`src/cia_pkg.sv`:
```
package cia_pkg;

  localparam int WIDTH = 32;

  typedef enum logic [1:0] {
    OP_ADD = 2'd0,
    OP_SUB = 2'd1,
    OP_MUL = 2'd2,
    OP_DIV = 2'd3
  } op_t;

  typedef struct packed {
    op_t                     func;
    logic signed [WIDTH-1:0] a;
    logic signed [WIDTH-1:0] b;
  } in_t;

  typedef struct packed {
    logic signed [WIDTH-1:0] value;
    logic                    error;
  } out_t;

  // One item as it walks down the divider chain. Non-divide items carry
  // their finished result in res; divide items refine rem and dq per cell.
  typedef struct packed {
    logic             vld;
    op_t              func;
    logic             err;
    logic [WIDTH-1:0] res;
    logic             neg;
    logic [WIDTH-1:0] rem;
    logic [WIDTH-1:0] dq;
    logic [WIDTH-1:0] dvs;
  } tok_t;

endpackage

```
`src/cia_cell.sv`:
```
module cia_cell (
  input  logic          clk,
  input  logic          rst_n,
  input  logic          en,
  input  cia_pkg::tok_t tok_in,
  output cia_pkg::tok_t tok_out
);
  import cia_pkg::*;

  tok_t               tok_r;
  tok_t               tok_nxt;
  logic [WIDTH:0]     shifted;
  logic [WIDTH:0]     trial;

  // One restoring division step: shift in the next dividend bit and try
  // to subtract the divisor magnitude.
  always_comb begin
    shifted = {tok_in.rem, tok_in.dq[WIDTH-1]};
    trial   = shifted - {1'b0, tok_in.dvs};
    tok_nxt = tok_in;
    if (!trial[WIDTH]) begin
      tok_nxt.rem = trial[WIDTH-1:0];
      tok_nxt.dq  = {tok_in.dq[WIDTH-2:0], 1'b1};
    end else begin
      tok_nxt.rem = shifted[WIDTH-1:0];
      tok_nxt.dq  = {tok_in.dq[WIDTH-2:0], 1'b0};
    end
  end

  always_ff @(posedge clk) begin
    if (!rst_n) begin
      tok_r.vld <= 1'b0;
    end else if (en) begin
      tok_r <= tok_nxt;
    end
  end

  assign tok_out = tok_r;

endmodule

```
`config.mk`:
```
export PLATFORM = sky130hd
export DESIGN_NAME = cia_cell
export DESIGN_NICKNAME = d
export VERILOG_FILES = /design/src/cia_pkg.sv /design/src/cia_cell.sv
export SDC_FILE = /design/constraint.sdc
export NUM_CORES = 1
export LEC_CHECK = 0
export BUFFER_PORTS_ARGS = -buffer_cell sky130_fd_sc_hd__buf_2
export CAP_MARGIN = 40
export CELL_PAD_IN_SITES_DETAIL_PLACEMENT = 1
export CELL_PAD_IN_SITES_GLOBAL_PLACEMENT = 1
export CORE_AREA = 5 5 145 147
export CTS_CLUSTER_DIAMETER = 150
export DETAILED_ROUTE_END_ITERATION = 8
export DIE_AREA = 0 0 150 152
export PLACE_DENSITY_LB_ADDON = 0.25
export SYNTH_ARGS = -nofsm -noshare
export SYNTH_HDL_FRONTEND = slang
export SYNTH_SLANG_ARGS = --single-unit
```
`constraint.sdc`:
```
create_clock -name clk -period 3.4 [get_ports clk]
set_clock_uncertainty 0.2 [all_clocks]
set_input_delay 0 -clock clk [delete_from_list [all_inputs] [get_ports clk]]
set_output_delay 0 -clock clk [all_outputs]
set_load 0.01 [all_outputs]
```
# [Word-level counts from Yosys, hierarchy flattened]
# Index checks and enable logic that the tools add are counted.
[word_totals] register_bits=133 input_bits=136 out_inout_bits=133 word_cells=11
[op_classes] addsub=1 n_mux=1 n_reduce_logical=1
[ops] operator="$mux W64" n=1
[ops] operator="$sub A33 B32 Y33" n=1
[ops] operator="$reduce_and A2 Y1" n=1

# [Longest topological paths before layout]
[depth] word_depth=2 depth_mapped=12

# [Least setup slack after synthesis]
# No wires, ideal clock.
[synth_path] path_type="input-to-reg" startpoint="input port en" endpoint="register tok_r, in the netlist tok_out[0] (enable)" arrival_time_ns=3.022 required_time_ns=2.694 slack_ns=-0.328 path_stages=1 n_path_buf=0 path_cell_list="and2_1"
[synth_via] elab_chain_cells=1
[synth_rtl] element="start, declared" line="cia_cell.sv:4" text="input logic en,"
[synth_rtl] element="$reduce_and A2 Y1 (no source line)"
[synth_rtl] element="end signal, assigned" line="cia_cell.sv:34" text="tok_r <= tok_nxt;"
[synth_rtl] element="end, declared" line="cia_cell.sv:10" text="tok_t tok_r;"
# Every way passes these cells.
# A chain may end at the register's enable or synchronous reset.

==> qor.yml <==
finalCriticalPeriod_ns: 3.246
syn_nets: 649
synth_cells: 480
hpwl_um: 15940
tightest_slew_ns: 0.7187
start_kind: "primary input"
slowest_delay_ns: 0.55
swShare_pct: 28.70
port_buffers: 268
min_path_cells: 4
power_frac_clock_pct: 36.9
switchingPower_mw: 1.388
post_drt_wl_per_cell_um: 19.57
root_buffer: "clkbuf_16"
antenna_found_initial: 1
power_per_cell_area_mw_per_mm2: 479.4
ys_ff_latch: 133
layout_commonest_cell: "buf_2"
syn2layout_area_growth_pct: 55.39
rows: 52
ant_nets: 0
cp_common_cell: "a21oi_2"
synth_edf_count: 132
fillers: 2185
final_cells: 1179
setup_tns_ns: 0
synth_top_flop_cell: "edfxtp_1"
grt_max_degree: 133
critPathRequiredTime_ns: 3.36
grt-busiest-layer: "met2"
rsz0062_at_grt: "no"
hold_viol_final: 0
vias: 5524
p_int_mw: 3.449
leakagePower_nw: 4.459
die_y_um: 152
die_x_um: 150
yosys-top-cells-area: "edfxtp_1, ha_1, mux2_4"
drt_iter0_drc: 223
cts_buffers: 17
rr_worst_depth: 3
crit_buf_inv: 4
drive_gt1_share_pct: 37.67
async_flop_share_pct: 0
core-area_mm2: 0.01978
pwr-share-seq_pct: 41.4
yosysTopAreaCell: "edfxtp_1"
drv_slew: 0
synth-warning-count: 0
path_class: "primary input to flip-flop"
grt_overflow: 0
use_met2_pct: 35.00
power_mw: 4.837
fin_crit_sh_pct: 95.47
fmax_mhz: 308.1
drc_errors: 0
final_cell_mix: "buf_2, dlygate4sd3_1, edfxtp_1"
slew-limit-headroom_pct: 52.08
clock_latency_ns: 0.41
track_usage_pct: 19.63
hold_path_class: "primary input to flip-flop"
vias_per_cell: 4.685
syn_area_mm2: 0.006494
dp.cells: 1012
cap_violations: 0
yosysTopAreaCellShare_pct: 61.04
synth_cell_types: 50
crit_arrival_ns: 3.21
ir_drop_v: 0.0003637
gp_congestion: 0.7807
use_met1_pct: 22.96
grt_pass1_vias: 6153
ys_seq_area_share_pct: 61.35
cts_setup_buffers: 0
ioPinCount: 269
crit_chain: "dlygate4sd3_1, buf_2, inv_1, ha_1, fa_1, nand2b_1, a21oi_2, o211ai_1, a21oi_2, o31a_2, mux2i_1, nor2_4, buf_4, mux2_4"
cts.htree.levels: 4
hold_ws_ns: 0.09252
cp_max_fo: 15
pwr-share-comb_pct: 21.7
first_pass_iters: 4
die_area_mm2: 0.02280
tritoncts: "yes"
critical_path.top_delay_family: "buffers and inverters"
path_clk_slew_ns: 0.06
slowest_stage: "dlygate4sd3_1"
cts_buffer_depth: 2
routed_wl_um: 23080
layout.nets: 1064
postSynthAreaPerCell_um2: 13.53
clock_sinks: 133
start_util_pct: 32.83
worstSetupEndpointType: "flip-flop"
largest_register_ff_count: 133
crit_cells: 14
grt_pass1_wl_um: 34910
setup_viol: 0
met3_usage_pct: 5.004
outcome: "finished, final reports clean"
postLayoutCoreUtil_pct: 51.02
==> cell families after synthesis <==
kind of cell	after synthesis	share of synthesized area, %
DFF	133	61.35
AOI/OAI and AO/OA	107	10.54
and+or+nand+nor	101	8.073
buffers and inverters	49	3.237
muxes	34	7.225
adders and majority gates	33	6.474
xor gates and xnor gates	23	3.102
==> stage by stage <==
stage | setup WS (ns) | area (µm²)
3_3_place_gp | 0.2707 | 8175
2_1_floorplan | 0.6830 | 6495
3_5_place_dp | 0.1484 | 8175
6_report | 0.1540 | 10090
4_1_cts | 0.01679 | 10080
5_1_grt | 0.002389 | 10090
==> worst paths after layout <==
| kind | from | to | slack, ns |
|---|---|---|---|
| setup / recovery | tok_in[63] | tok_out[80] | 0.15 |
| hold / removal | tok_in[0] | tok_out[65] | 0.09 |
| setup reg to reg | tok_out[132] | tok_out[132] | 2.01 |
| hold reg to reg | tok_out[132] | tok_out[132] | 0.90 |
==> power groups by stage <==
stage,registers (mW),clock network (mW),logic [mW]
2_1_floorplan,2.10,0,0.489
3_3_place_gp,2.03,0,0.895
3_5_place_dp,2.03,0,0.920
4_1_cts,2.00,1.82,1.05
5_1_grt,2.01,1.92,1.13
6_report,2.00,1.79,1.05
==> area by class of cell <==
class / count / area, µm² / area share [%]
well taps: 270 / 337.8 / 3.348
repair buffers: 407 / 2745 / 27.20
clock inverters: 15 / 138.9 / 1.376
diodes: 1 / 2.502 / 0.02480
inverters: 38 / 142.6 / 1.414
flip-flops and latches: 133 / 3984 / 39.48
clock buffers: 17 / 425.4 / 4.216
multi-input cells: 298 / 2315 / 22.94
==> cells in the mapped netlist, drive strengths merged, types with 3 or more instances <==
cell type	instances
o21a	5
and4	3
a211oi	3
nand2	27
a21bo	3
o21ai	18
a21o	18
ha	32
nand2b	8
clkbuf	6
and2	4
nor3	4
edfxtp	132
xor2	10
buf	5
inv	38
o211ai	6
nand4	6
xnor2	13
mux2	28
o21bai	5
mux2i	6
and3	4
nand3	10
nor2	19
a21oi	39
nor2b	6
==> worst reg2reg max path, cell delays in order (launching register included) <==
cell and delay [ns]:
dfxtp_1 0.31, mux2i_1 0.15, nor2b_1 0.06, dlygate4sd3_1 0.56
==> metal layers <==
| layer | wire length [µm] | up-vias |
|---|---|---|
| met3 | 1542 | 28 |
| met4 | 496 | 0 |
| li1 | - | 2627 |
| met1 | 9343 | 2667 |
| met2 | 11700 | 202 |
| met5 | 0 | - |
==> what timing repair did <==
| action | 4_1_cts | 5_1_grt |
|---|---|---|
| hold buffers | 134 | 0 |
| setup endpoints to repair | 0 | 28 |
| gates resized for setup | 0 | 2 |
| endpoints found under the hold margin | 132 | 0 |
No activity file was read; power rests on OpenSTA's default activity.
